File: config.mk
export PLATFORM = sky130hd
export DESIGN_NAME = ldl_queue
export DESIGN_NICKNAME = d
export VERILOG_FILES = /design/src/ldl_pkg.sv /design/src/ldl_queue.sv
export SDC_FILE = /design/constraint.sdc
export NUM_CORES = 1
export LEC_CHECK = 0
export ABC_CLOCK_PERIOD_IN_PS = 1600
export BUFFER_PORTS_ARGS = -buffer_cell sky130_fd_sc_hd__clkbuf_2
export CORE_UTILIZATION = 30
export DETAILED_ROUTE_END_ITERATION = 6
export GPL_ROUTABILITY_DRIVEN = 0
export PLACE_DENSITY = 0.55
export SLEW_MARGIN = 20
export SYNTH_ARGS = -nofsm -noshare
export SYNTH_HDL_FRONTEND = slang
export SYNTH_SLANG_ARGS = --single-unit
File: constraint.sdc
create_clock -name clk -period 1.6 [get_ports clk]
set_input_delay 0.24 -clock clk [delete_from_list [all_inputs] [get_ports clk]]
set_output_delay 0.24 -clock clk [all_outputs]
set_load 0.005 [all_outputs]
File: src/ldl_pkg.sv
// Package with types, constants and helpers of the lane delay line bank.
`default_nettype none
package ldl_pkg;

  // Geometry
  localparam int LANES     = 28;
  localparam int MAX_DELAY = 128;

  localparam int LANE_W   = 5;   // lane index field width
  localparam int LPOS_W   = (LANES > 1) ? $clog2(LANES) : 1;
  localparam int LEN_W    = 8;   // one delay length in a config register
  localparam int SLOT_W   = (MAX_DELAY > 1) ? $clog2(MAX_DELAY) : 1;
  localparam int FILL_W   = $clog2(MAX_DELAY + 1);
  localparam int DEPTH    = LANES * MAX_DELAY;
  localparam int ADDR_W   = (DEPTH > 1) ? $clog2(DEPTH) : 1;
  localparam int DATA_W   = 8;
  localparam int WORD_W   = DATA_W + 2;
  localparam int FRAME_W  = 8;
  localparam int FRAME_MAX = (1 << FRAME_W) - 1;

  // Configuration port
  localparam int CFG_REGS  = 4;
  localparam int CFG_IDX_W = 2;
  localparam int CFG_W     = 64;
  localparam int LANES_PER_REG = CFG_W / LEN_W;

  // Stream widths
  localparam int IN_TDATA_W  = 16;
  localparam int OUT_TDATA_W = 16;

  // Command queue
  localparam int QUEUE_DEPTH = 4;
  localparam int QPTR_W      = $clog2(QUEUE_DEPTH);

  typedef enum logic [CFG_IDX_W-1:0] {
    REG_DELAYS_A = 2'd0,
    REG_DELAYS_B = 2'd1,
    REG_DELAYS_C = 2'd2,
    REG_DELAYS_D = 2'd3
  } reg_idx_t;

  typedef enum logic {
    OP_PUSH  = 1'b0,
    OP_FLUSH = 1'b1
  } op_t;

  // Byte plus flags, byte in the low bits
  typedef struct packed {
    logic              padded;
    logic              error;
    logic [DATA_W-1:0] data;
  } item_t;

  // Classified push handed from the front to the back
  typedef struct packed {
    logic [ADDR_W-1:0] addr;
    item_t             item;
    logic              bypass;     // zero-length lane, no ring access
    logic              stored_ok;  // slot written since last flush
    logic              emit;       // all lanes primed, result goes out
    logic [LANE_W-1:0] lane;
    logic              last;
  } cmd_t;

  function automatic logic [LEN_W-1:0] clamp_len(input logic [LEN_W-1:0] raw);
    logic [LEN_W-1:0] lim;
    lim = LEN_W'(MAX_DELAY);
    return (raw > lim) ? lim : raw;
  endfunction

endpackage
`default_nettype wire

File: src/ldl_queue.sv
// Short command queue between the front and back ends.
`default_nettype none
module ldl_queue (
  input  wire logic   clk,
  input  wire logic   rst_n,
  input  wire logic   push,
  input  wire ldl_pkg::cmd_t push_cmd,
  output logic        full,
  input  wire logic   pop,
  output logic        not_empty,
  output ldl_pkg::cmd_t pop_cmd
);

  ldl_pkg::cmd_t                 slots_r [ldl_pkg::QUEUE_DEPTH];
  logic [ldl_pkg::QPTR_W-1:0]    wr_ptr_r, rd_ptr_r;
  logic [ldl_pkg::QPTR_W:0]      count_r, count_nxt;

  assign full      = (count_r == (ldl_pkg::QPTR_W + 1)'(ldl_pkg::QUEUE_DEPTH));
  assign not_empty = (count_r != '0);
  assign pop_cmd   = slots_r[rd_ptr_r];

  // Storage
  always_ff @(posedge clk) begin
    if (push) begin
      slots_r[wr_ptr_r] <= push_cmd;
    end
  end

  // Occupancy
  always_comb begin
    count_nxt = count_r;
    if (push && !pop) begin
      count_nxt = count_r + (ldl_pkg::QPTR_W + 1)'(1);
    end else if (pop && !push) begin
      count_nxt = count_r - (ldl_pkg::QPTR_W + 1)'(1);
    end
  end

  always_ff @(posedge clk) begin
    if (!rst_n) begin
      wr_ptr_r <= '0;
      rd_ptr_r <= '0;
      count_r  <= '0;
    end else begin
      if (push) begin
        wr_ptr_r <= wr_ptr_r + ldl_pkg::QPTR_W'(1);
      end
      if (pop) begin
        rd_ptr_r <= rd_ptr_r + ldl_pkg::QPTR_W'(1);
      end
      count_r <= count_nxt;
    end
  end

endmodule
`default_nettype wire

==> flow_summary.ini <==
[place]
dp_hpwl_um = 5450
dp_cells = 495
portBuffers = 67

[sta]
worst_pin_slew_ns = 0.360
setup_violations = 31
min_period_ns = 1.88
fmax_ghz = 0.532
skew_ns = 0.00796
finalCritPeriodShare = 1.17
setup_ws_ns = -0.280
maxSlewViolCount = 0
fin_setup_tns_ns = -7.68
rsz0062_at_grt = yes
finalHoldViolCount = 0
slew-limit-headroom = 0.760

[global_routing]
antenna_found_initial = 0
grt_max_degree = 32
first_global_vias = 2402
track_usage = 0.114
grt_pass1_wl_um = 13300
grt_overflow_total = 0

[worst_hold_path]
worstHoldPathCells = 1
holdPathEnd = slots_r[3][28]$_DFFE_PP_
hold_start = push_cmd[28]
hp-class = input port to flop

[critical_path]
slowest_delay_ns = 0.52
endpoint_kind = output port
path_buf_inv = 2
r2r_cells = 4
crit_slowest_cell = mux4_2
critical_path.cell_chain = buf_12, mux4_2, clkbuf_2
rr_endpoint = count_r[2]$_SDFFE_PN0P_
crit_family = multiplexers
startpoint_type = flop
worstPathArrival_ns = 1.64
required_ns = 1.36
path_class = flop to output port
crit_fanout = 13
r2r-start = count_r[0]$_SDFFE_PN0P_
timing.reg2reg.setup_slack_ns = 0.08

[cts]
htreeDepth = 4
cts_buffers = 17
clockRootBuffer = clkbuf_16
clock_sink_count = 133
clock_path_buffers = 2
ctsHoldBuffers = 0
cts_tree = yes
clk_pin_slew_ns = 0.05
clkLatencyLatePin_ns = 0.41

[synthesis]
synth_compound_area_frac = 0.00254
yosysUniqueCellTypes = 19
synth-simple-area-share = 0.0188
synthMuxAreaShare = 0.147
synth-adder-area-share = 0.0168
ys_warn_count = 0
yosys.area_share.xor_xnor = 0.00890
seq_area_frac_synth = 0.793
synth.avg_cell_area_sq_um = 24.1
synth_top_family_by_area = multiplexers
ys_ff_latch = 133
synth_area_sq_um = 4920
syn-instance-count = 204
syn_nets = 245

[die]
die_w_um = 130
core_sq_um = 15900
start_util = 0.309
fp.dieH_um = 130
io_pins = 68
die-area_sq_um = 16900
row_count = 46

[finish]
layout-drive-gt1-share = 0.468
ff_latch_area_sq_um = 3910
instances_no_fill = 528
area_growth_pct = 27.5
finalNetCount = 340
n_fill_cell = 1458
multiInputGateArea_sq_um = 958
num_antenna_cells = 0

[detailed_routing]
wl_met1_um = 3780
detail_route.vias_per_cell = 4.31
num_vias = 2276
detail-route-antenna-nets = 0
finalWirelength_um = 8800
dr_wl_met2_um = 4490
met3_length_um = 466
detail_route.iter0.violations = 102
dr.pass1.iters = 4
drc_errors = 0
maxUsedRoutingLayer = met4
wl_per_cell_um = 16.7

[outcome]
violations = negative setup slack
status = finished with violations

[power]
peakVddDrop_mv = 0.661
power.density_nw_per_um2 = 1390
leakage_uw = 0.00219

[job]
max-cap-violations = 0
## per-layer routing
layer,vias up,global-route usage
li1,1040,-
met1,1174,0.135
met2,58,0.184
met3,4,0.0513
met4,0,0.0410
met5,-,0
## repair_timing
item                       CTS  global route
setup buffers                1             0
gates resized for setup      1             1
setup endpoints to repair   31            32
cloned                       0             0
## worst register-to-register path: cells and delay by family, from the launching register on
family                     cells  cell delay, ns
xor gates and xnor gates       1            0.18
AOI/OAI and AO/OA              1            0.17
DFF                            1            0.34
and+or+nand+nor                1            0.31
adders and majority gates      1            0.44
## synthesized netlist by cell type
| library cell | count | share of area |
|---|---|---|
| edfxtp_1 | 124 | 0.76 |
| mux4_2 | 30 | 0.14 |
| and2_1 | 9 | 0.011 |
| dfxtp_1 | 9 | 0.037 |
| ha_1 | 5 | 0.013 |
| inv_1 | 4 | 0.0031 |
| buf_2 | 3 | 0.0031 |
| buf_6 | 3 | 0.0069 |
| xor2_1 | 3 | 0.0053 |
| mux2i_1 | 2 | 0.0041 |
| nor2b_1 | 2 | 0.0025 |
| or3_1 | 2 | 0.0025 |
| xnor2_1 | 2 | 0.0036 |
| a21boi_0 | 1 | 0.0015 |
| fa_1 | 1 | 0.0041 |
| mux4_1 | 1 | 0.0053 |
| nand2_1 | 1 | 0.00076 |
| nor3b_1 | 1 | 0.0015 |
| o21ai_0 | 1 | 0.0010 |
## cells in the final DEF (no fill, tap or decap), drive strengths merged
master | synthesis | routed
edfxtp | 124 | 124
clkbuf | 0 | 88
mux4 | 31 | 31
buf | 6 | 15
dfxtp | 9 | 9
and2 | 9 | 9
clkinv | 0 | 7
ha | 5 | 5
inv | 4 | 4
bufinv | 0 | 4
xor2 | 3 | 3
or3 | 2 | 2
xnor2 | 2 | 2
mux2i | 2 | 2
nor2b | 2 | 2
nor3b | 1 | 1
nand2 | 1 | 1
o21ai | 1 | 1
a21boi | 1 | 1
fa | 1 | 1
## metrics by stage
step / utilization / instance area, sq um / hold WS, ns / worst slack (ns) / power [uW]
global route: 0.394 / 6270 / 0.0284 / -0.367 / 9080
global placement: 0.355 / 5670 / 0.454 / -0.0566 / 4890
CTS: 0.394 / 6270 / 0.0245 / -0.336 / 8870
floorplan: - / 4930 / 0.339 / 0.0832 / 4530
detailed placement: 0.355 / 5670 / 0.460 / -0.156 / 4910
finish: 0.394 / 6270 / 0.0475 / -0.280 / 8730
## logic make-up (layout without fill, tap and decap cells)
logic type / after synthesis / in the layout
adder cells (fa/ha/maj): 6 / 6
AND/OR/NAND/NOR: 15 / 15
multiplexers: 33 / 33
buffers and inverters: 10 / 118
AO/OA/AOI/OAI: 2 / 2
flip-flops: 133 / 133
XOR/XNOR: 5 / 5
## flip-flops by register name, indices dropped and copies added (netlist names), named ones only
register / cells
count_r: 3
rd_ptr_r: 2
wr_ptr_r: 2
slots_r: 124
## worst max path at each step
stage | end | cells past startpoint
finish | pop_cmd[7] | 3
global route | pop_cmd[16] | 3
CTS | pop_cmd[16] | 3
detailed placement | count_r[2]$_SDFFE_PN0P_ | 8
global placement | count_r[2]$_SDFFE_PN0P_ | 8
floorplan | count_r[2]$_SDFFE_PN0P_ | 7
## area by class of cell
cell class	count	area share
repair buffers	82	0.0833
well taps	216	0.0431
clock inverters	11	0.0251
multi-input cells	61	0.153
inverters	4	0.00239
clock buffers	21	0.0702
flip-flops and latches	133	0.623
## report_power, final
part / switching (uW) / leakage (uW) / total [uW] / internal, uW
Sequential: 57.7 / 0.00121 / 4050 / 3990
Clock: 1330 / 0.000296 / 3920 / 2590
Combinational: 356 / 0.000683 / 761 / 405
Total: 1740 / 0.00219 / 8730 / 6990
No activity file was read; power rests on OpenSTA's default activity.
