[config.mk]
export PLATFORM = sky130hd
export DESIGN_NAME = ldl_front
export DESIGN_NICKNAME = d
export VERILOG_FILES = /design/src/ldl_pkg.sv /design/src/ldl_front.sv
export SDC_FILE = /design/constraint.sdc
export NUM_CORES = 2
export LEC_CHECK = 0
export BUFFER_PORTS_ARGS = -buffer_cell sky130_fd_sc_hd__buf_2
export CAP_MARGIN = 10
export CORE_MARGIN = 5
export CORE_UTILIZATION = 57
export CTS_CLUSTER_DIAMETER = 120
export CTS_CLUSTER_SIZE = 14
export DETAILED_ROUTE_END_ITERATION = 6
export GPL_TIMING_DRIVEN = 0
export HOLD_SLACK_MARGIN = 0.08
export PLACE_DENSITY = 0.74
export SLEW_MARGIN = 20
export SYNTH_ARGS = -nofsm -noshare
export SYNTH_HDL_FRONTEND = slang
export SYNTH_SLANG_ARGS = --single-unit
[constraint.sdc]
create_clock -name clk -period 7.1 [get_ports clk]
set_clock_uncertainty 0.15 [all_clocks]
set_input_delay 1.065 -clock clk [delete_from_list [all_inputs] [get_ports clk]]
set_output_delay 1.065 -clock clk [all_outputs]
set_load 0.05 [all_outputs]
[src/ldl_pkg.sv]
// Package with types, constants and helpers of the lane delay line bank.
`default_nettype none
package ldl_pkg;

  // Geometry
  localparam int LANES     = 28;
  localparam int MAX_DELAY = 128;

  localparam int LANE_W   = 5;   // lane index field width
  localparam int LPOS_W   = (LANES > 1) ? $clog2(LANES) : 1;
  localparam int LEN_W    = 8;   // one delay length in a config register
  localparam int SLOT_W   = (MAX_DELAY > 1) ? $clog2(MAX_DELAY) : 1;
  localparam int FILL_W   = $clog2(MAX_DELAY + 1);
  localparam int DEPTH    = LANES * MAX_DELAY;
  localparam int ADDR_W   = (DEPTH > 1) ? $clog2(DEPTH) : 1;
  localparam int DATA_W   = 8;
  localparam int WORD_W   = DATA_W + 2;
  localparam int FRAME_W  = 8;
  localparam int FRAME_MAX = (1 << FRAME_W) - 1;

  // Configuration port
  localparam int CFG_REGS  = 4;
  localparam int CFG_IDX_W = 2;
  localparam int CFG_W     = 64;
  localparam int LANES_PER_REG = CFG_W / LEN_W;

  // Stream widths
  localparam int IN_TDATA_W  = 16;
  localparam int OUT_TDATA_W = 16;

  // Command queue
  localparam int QUEUE_DEPTH = 4;
  localparam int QPTR_W      = $clog2(QUEUE_DEPTH);

  typedef enum logic [CFG_IDX_W-1:0] {
    REG_DELAYS_A = 2'd0,
    REG_DELAYS_B = 2'd1,
    REG_DELAYS_C = 2'd2,
    REG_DELAYS_D = 2'd3
  } reg_idx_t;

  typedef enum logic {
    OP_PUSH  = 1'b0,
    OP_FLUSH = 1'b1
  } op_t;

  // Byte plus flags, byte in the low bits
  typedef struct packed {
    logic              padded;
    logic              error;
    logic [DATA_W-1:0] data;
  } item_t;

  // Classified push handed from the front to the back
  typedef struct packed {
    logic [ADDR_W-1:0] addr;
    item_t             item;
    logic              bypass;     // zero-length lane, no ring access
    logic              stored_ok;  // slot written since last flush
    logic              emit;       // all lanes primed, result goes out
    logic [LANE_W-1:0] lane;
    logic              last;
  } cmd_t;

  function automatic logic [LEN_W-1:0] clamp_len(input logic [LEN_W-1:0] raw);
    logic [LEN_W-1:0] lim;
    lim = LEN_W'(MAX_DELAY);
    return (raw > lim) ? lim : raw;
  endfunction

endpackage
`default_nettype wire

[src/ldl_front.sv]
// Front end: config registers, lane/frame counters, ring heads and item classification.
`default_nettype none
module ldl_front (
  input  wire logic                          clk,
  input  wire logic                          rst_n,
  input  wire logic                          cfg_wr_en,
  input  wire logic [ldl_pkg::CFG_IDX_W-1:0] cfg_index,
  input  wire logic [ldl_pkg::CFG_W-1:0]     cfg_data,
  input  wire logic                          in_tvalid,
  output logic                               in_tready,
  input  wire logic [ldl_pkg::IN_TDATA_W-1:0] in_tdata,
  input  wire logic                          in_tuser,
  input  wire logic                          q_full,
  output logic                               cmd_push,
  output ldl_pkg::cmd_t                      cmd
);

  logic [ldl_pkg::CFG_REGS-1:0][ldl_pkg::CFG_W-1:0]   cfg_r;
  logic [ldl_pkg::LANES-1:0][ldl_pkg::LEN_W-1:0]      lane_len;
  logic [ldl_pkg::LANES-1:0][ldl_pkg::SLOT_W-1:0]     head_r, head_nxt;
  logic [ldl_pkg::LANES-1:0][ldl_pkg::FILL_W-1:0]     fill_r, fill_nxt;
  logic [ldl_pkg::LPOS_W-1:0]                         lane_pos_r, lane_pos_nxt;
  logic [ldl_pkg::FRAME_W-1:0]                        frames_r, frames_nxt;

  logic                        accept, push_acc, flush_acc;
  logic [ldl_pkg::LEN_W-1:0]   len;
  logic [ldl_pkg::SLOT_W-1:0]  head, slot;
  logic [ldl_pkg::LEN_W-1:0]   slot_inc;
  logic                        all_ready, is_last;
  ldl_pkg::item_t              item;
  ldl_pkg::op_t                op;

  // Config registers
  always_ff @(posedge clk) begin
    if (!rst_n) begin
      cfg_r <= '0;
    end else if (cfg_wr_en) begin
      cfg_r[cfg_index] <= cfg_data;
    end
  end

  // Clamped delay length of every lane
  always_comb begin
    for (int l = 0; l < ldl_pkg::LANES; l++) begin
      lane_len[l] = ldl_pkg::clamp_len(
        cfg_r[l / ldl_pkg::LANES_PER_REG]
             [(l % ldl_pkg::LANES_PER_REG) * ldl_pkg::LEN_W +: ldl_pkg::LEN_W]);
    end
  end

  // Primed once frames pushed reach every lane length
  always_comb begin
    all_ready = 1'b1;
    for (int l = 0; l < ldl_pkg::LANES; l++) begin
      if (frames_r < lane_len[l]) begin
        all_ready = 1'b0;
      end
    end
  end

  // Handshake and decode
  assign in_tready = !q_full;
  assign accept    = in_tvalid && in_tready;
  assign op        = ldl_pkg::op_t'(in_tuser);
  assign push_acc  = accept && (op == ldl_pkg::OP_PUSH);
  assign flush_acc = accept && (op == ldl_pkg::OP_FLUSH);
  assign item      = ldl_pkg::item_t'(in_tdata[ldl_pkg::WORD_W-1:0]);

  // Ring slot for the current lane; a head past a shortened length restarts
  assign len      = lane_len[lane_pos_r];
  assign head     = head_r[lane_pos_r];
  assign slot     = (ldl_pkg::LEN_W'(head) >= len) ? '0 : head;
  assign slot_inc = ldl_pkg::LEN_W'(slot) + ldl_pkg::LEN_W'(1);
  assign is_last  = (lane_pos_r == ldl_pkg::LPOS_W'(ldl_pkg::LANES - 1));

  // Command to the back end
  always_comb begin
    cmd.addr      = ldl_pkg::ADDR_W'(ldl_pkg::ADDR_W'(lane_pos_r) *
                                     ldl_pkg::ADDR_W'(ldl_pkg::MAX_DELAY))
                    + ldl_pkg::ADDR_W'(slot);
    cmd.item      = item;
    cmd.bypass    = (len == '0);
    cmd.stored_ok = (ldl_pkg::FILL_W'(slot) < fill_r[lane_pos_r]);
    cmd.emit      = all_ready;
    cmd.lane      = ldl_pkg::LANE_W'(lane_pos_r);
    cmd.last      = is_last;
  end
  assign cmd_push = push_acc;

  // Next state of counters, heads and fill marks
  always_comb begin
    lane_pos_nxt = lane_pos_r;
    frames_nxt   = frames_r;
    head_nxt     = head_r;
    fill_nxt     = fill_r;
    if (flush_acc) begin
      lane_pos_nxt = '0;
      frames_nxt   = '0;
      head_nxt     = '0;
      fill_nxt     = '0;
    end else if (push_acc) begin
      if (len != '0) begin
        head_nxt[lane_pos_r] = (slot_inc >= len) ? '0 : ldl_pkg::SLOT_W'(slot_inc);
        if (ldl_pkg::FILL_W'(slot_inc) > fill_r[lane_pos_r]) begin
          fill_nxt[lane_pos_r] = ldl_pkg::FILL_W'(slot_inc);
        end
      end
      if (is_last) begin
        lane_pos_nxt = '0;
        if (frames_r != ldl_pkg::FRAME_W'(ldl_pkg::FRAME_MAX)) begin
          frames_nxt = frames_r + ldl_pkg::FRAME_W'(1);
        end
      end else begin
        lane_pos_nxt = lane_pos_r + ldl_pkg::LPOS_W'(1);
      end
    end
  end

  always_ff @(posedge clk) begin
    if (!rst_n) begin
      lane_pos_r <= '0;
      frames_r   <= '0;
      head_r     <= '0;
      fill_r     <= '0;
    end else begin
      lane_pos_r <= lane_pos_nxt;
      frames_r   <= frames_nxt;
      head_r     <= head_nxt;
      fill_r     <= fill_nxt;
    end
  end

endmodule
`default_nettype wire

==> metrics.csv <==
stage,metric,value,unit
synthesis,"Seq/Total Area, Yosys",0.368,
global_route,largest net degree at the start of global routing,25,
synthesis,library cells used by synthesis,94,
timing,Finish-stage setup viols,6,
worst_setup_path,crit end category,flop,
floorplanning,Die W,260,um
cells_and_area,most frequent cells in the layout,"dfxtp_1, nand2_1, nor2_1",
worst_setup_path,R2R depth,27,
cells_and_area,NumNets Final,4363,
timing,Fmax,140,MHz
floorplanning,# rows,91,
global_route,GRT Util Overall,0.363,
power_and_ir_drop,switching share of total power,0.276,
synthesis,Yosys reg bits,657,
route,Total Wirelength,127,mm
cells_and_area,Layout area overhead,10.9,%
timing,worst hold slack,307,ps
power_and_ir_drop,Psw,0.00204,W
synthesis,"Cell Area, Synth",35700,um^2
clock_network,Root Buffer,clkbuf_16,
synthesis,"Top FF cell, synth",dfxtp_1,
timing,slew margin rel.,0.215,
min_path,min-delay src,head_r[75],
timing,fin. max-slew vios,0,
place,gp weighted congestion,1.02,
synthesis,Post-Syn Instances,3844,
route,TritonRoute pass-1 iters,6,
place,pre-CTS WS,-1440,ps
outcome,failing checks,setup timing,
clock_network,clock latency at the later pin of the worst-skew pair,640,ps
synthesis,YS warnings,0,
worst_setup_path,Critical Path Source Type,flop,
global_route,global-route wire length before repair,187,mm
worst_setup_path,Reg2Reg Capture Point,head_r[93],
floorplanning,Die Footprint,67800,um^2
worst_setup_path,Critical Path RT,7470,ps
min_path,WHS Path Cells,2,
route,DR vias/cell,6.42,
route,DR iter-0 viols,3824,
power_and_ir_drop,P_int,0.00537,W
clock_network,H-tree lvl count,2,
power_and_ir_drop,Peak supply drop,177,uV
cells_and_area,share of cells above drive strength 1,0.149,
clock_network,hold buffers post-CTS,0,
timing,Final Cycle Share,1.01,
global_route,global route total overflow,0,
synthesis,syn_area_per_cell,9.29,um^2
worst_setup_path,Setup CP Type,flop to flop,
timing,Hold Fails Final Rpt,0,
min_path,HP Class,flop to flop,
route,drt wl/cell,26.1,um
power_and_ir_drop,PwrDens,187,nW/um^2
cells_and_area,"commonest non-fill, non-tap cell in the layout",dfxtp_1,
place,I/O Buffers,102,
synthesis,async set-reset flop share out of synthesis,0,
timing,Least-Margin Pin Slew,1170,ps
worst_setup_path,Worst R2R Setup Slack,-50,ps
global_route,initial antenna violation count,2,
clock_network,CTS tree,yes,
power_and_ir_drop,sequential power share,0.508,
floorplanning,Die Ht,260,um
power_and_ir_drop,clock power share,0.366,
outcome,status,"complete, but fails checks",
power_and_ir_drop,Combinational Power Share,0.125,
place,post-detailed-placement half-perimeter wirelength,94.9,mm
clock_network,Worst-path clk slew,70,ps
clock_network,CTS Sinks,657,
route,via count,31400,
clock_network,cts bufs inserted,53,
worst_setup_path,r2r startpoint,lane_pos_r[1],
synthesis,Post-synth EDFFs,0,
route,DRT antenna net count,0,
route,DRC violations left,0,
global_route,vias in the first global route,28900,
timing,final setup margin,-52.0,ps
power_and_ir_drop,static leakage,16.0,nW
min_path,hold endpoint,head_r[75],
timing,unrepaired setup endpoints after global routing,yes,
power_and_ir_drop,Tot Pwr,0.00741,W
floorplanning,Starting Density,0.577,
clock_network,CTS max path bufs,3,
floorplanning,Core Region,61900,um^2
timing,Final min period,7150,ps
synthesis,syn nets,4164,
worst_setup_path,CP Data Arrival Time,7520,ps
floorplanning,num ports,121,
run,maxcap violations,0,
worst_setup_path,CP max FO,11,
per-stage QoR:
stage | area [um^2] | std cells | TNS (ps) | utilization
2_1_floorplan | 35700 | 3844 | 0 | -
4_1_cts | 39300 | 4867 | 0 | 0.634
3_5_place_dp | 37500 | 4791 | -439070 | 0.605
6_report | 39600 | 4884 | -79.0 | 0.639
3_3_place_gp | 37300 | 4783 | -505910 | 0.602
5_1_grt | 39600 | 4883 | -5800 | 0.639
per-layer routing:
layer / wire length (um) / part of all wire / GRT usage
met5: 0 / 0 / 0
met4: 5730 / 0.045 / 0.143
met3: 15600 / 0.12 / 0.0930
met2: 53400 / 0.42 / 0.530
met1: 52500 / 0.41 / 0.518
registers in the layout, indices dropped and copies added (netlist names):
| register | flops |
|---|---|
| cfg_r | 224 |
| fill_r | 224 |
| frames_r | 8 |
| head_r | 196 |
| lane_pos_r | 5 |
synth_stat cells (all sizes together) (7+ instances only):
cell type,n,area share
a221oi,10,0.0026
a211oi,7,0.0016
o22ai,22,0.0039
clkbuf,147,0.016
nand2b,132,0.023
a21boi,225,0.047
xnor2,8,0.0022
o211ai,10,0.0021
dfxtp,657,0.37
nor4,7,0.0020
dlygate4sd1,11,0.0027
a21o,70,0.015
a311oi,12,0.0029
nor3,14,0.0020
nand4,46,0.019
o21ai,243,0.034
nand3,244,0.035
mux2,7,0.0022
mux2i,259,0.073
nor3b,16,0.0035
nor2b,46,0.0081
nor2,280,0.030
mux4,126,0.081
a22oi,10,0.0021
nand3b,11,0.0023
buf,137,0.028
or3b,24,0.0059
a21oi,88,0.012
nand2,584,0.062
ha,232,0.081
inv,52,0.0055
o2111ai,12,0.0029
cell type report:
| cell class | count | area, um^2 |
|---|---|---|
| tap | 837 | 1050 |
| sequential | 657 | 13200 |
| buffer | 296 | 1930 |
| clock buffer | 53 | 1330 |
| antenna | 1 | 2.50 |
| inverter | 54 | 208 |
| clock inverter | 5 | 58.8 |
| multi-input combinational | 2832 | 20900 |
| fill | 5274 | 22300 |
| timing repair buffer | 149 | 997 |
critical path, cell delays in order (launching register included):
cell      delay, ps
dfxtp_4         430
buf_12          190
buf_12          200
buf_16          160
buf_12          170
buf_12          180
mux4_2          310
a211o_1         370
nand4_1         290
nor2_1          140
ha_1            320
a21oi_1         200
o21ai_2          90
a21oi_2         170
nor2_4           90
buf_4           190
nor2_1          580
xor2_1          370
clkbuf_4        320
buf_6           230
ha_1            260
o21a_1          180
a21oi_1         170
o21ai_2         170
nor2b_2         270
nand2_2         230
clkbuf_2        280
o21ai_0         270
repair_timing:
action | in CTS | in global routing
setup buffers | 22 | 17
setup endpoints to repair | 422 | 413
pin swaps | 9 | 9
gates resized for setup | 86 | 54
how the worst max path moves through the flow:
stage | startpoint | to | cells after the start
floorplan | lane_pos_r[0] | fill_r[136] | 35
finish | lane_pos_r[1] | head_r[93] | 27
CTS | lane_pos_r[0] | cmd[7] | 29
detailed placement | lane_pos_r[1] | head_r[80] | 31
global route | lane_pos_r[1] | head_r[18] | 29
global placement | lane_pos_r[3] | head_r[112] | 27
cell families after synthesis:
logic type               count (synthesis)  synth area share
adder cells (fa/ha/maj)                232            0.0812
multiplexers                           392             0.155
AND/OR/NAND/NOR                       1427             0.197
flip-flops                             657             0.368
XOR/XNOR                                13           0.00340
buffers and inverters                  355            0.0540
AO/OA/AOI/OAI                          768             0.141
power by group through the flow:
| stage | Clock, W | Combinational (W) | Sequential [W] |
|---|---|---|---|
| 3_5_place_dp | 0 | 0.000844 | 0.00385 |
| 6_report | 0.00271 | 0.000928 | 0.00376 |
| 4_1_cts | 0.00272 | 0.000871 | 0.00376 |
| 5_1_grt | 0.00287 | 0.000966 | 0.00377 |
| 3_3_place_gp | 0 | 0.000839 | 0.00385 |
| 2_1_floorplan | 0 | 0.000550 | 0.00383 |
Note: power is estimated with default switching activity, not from simulation.
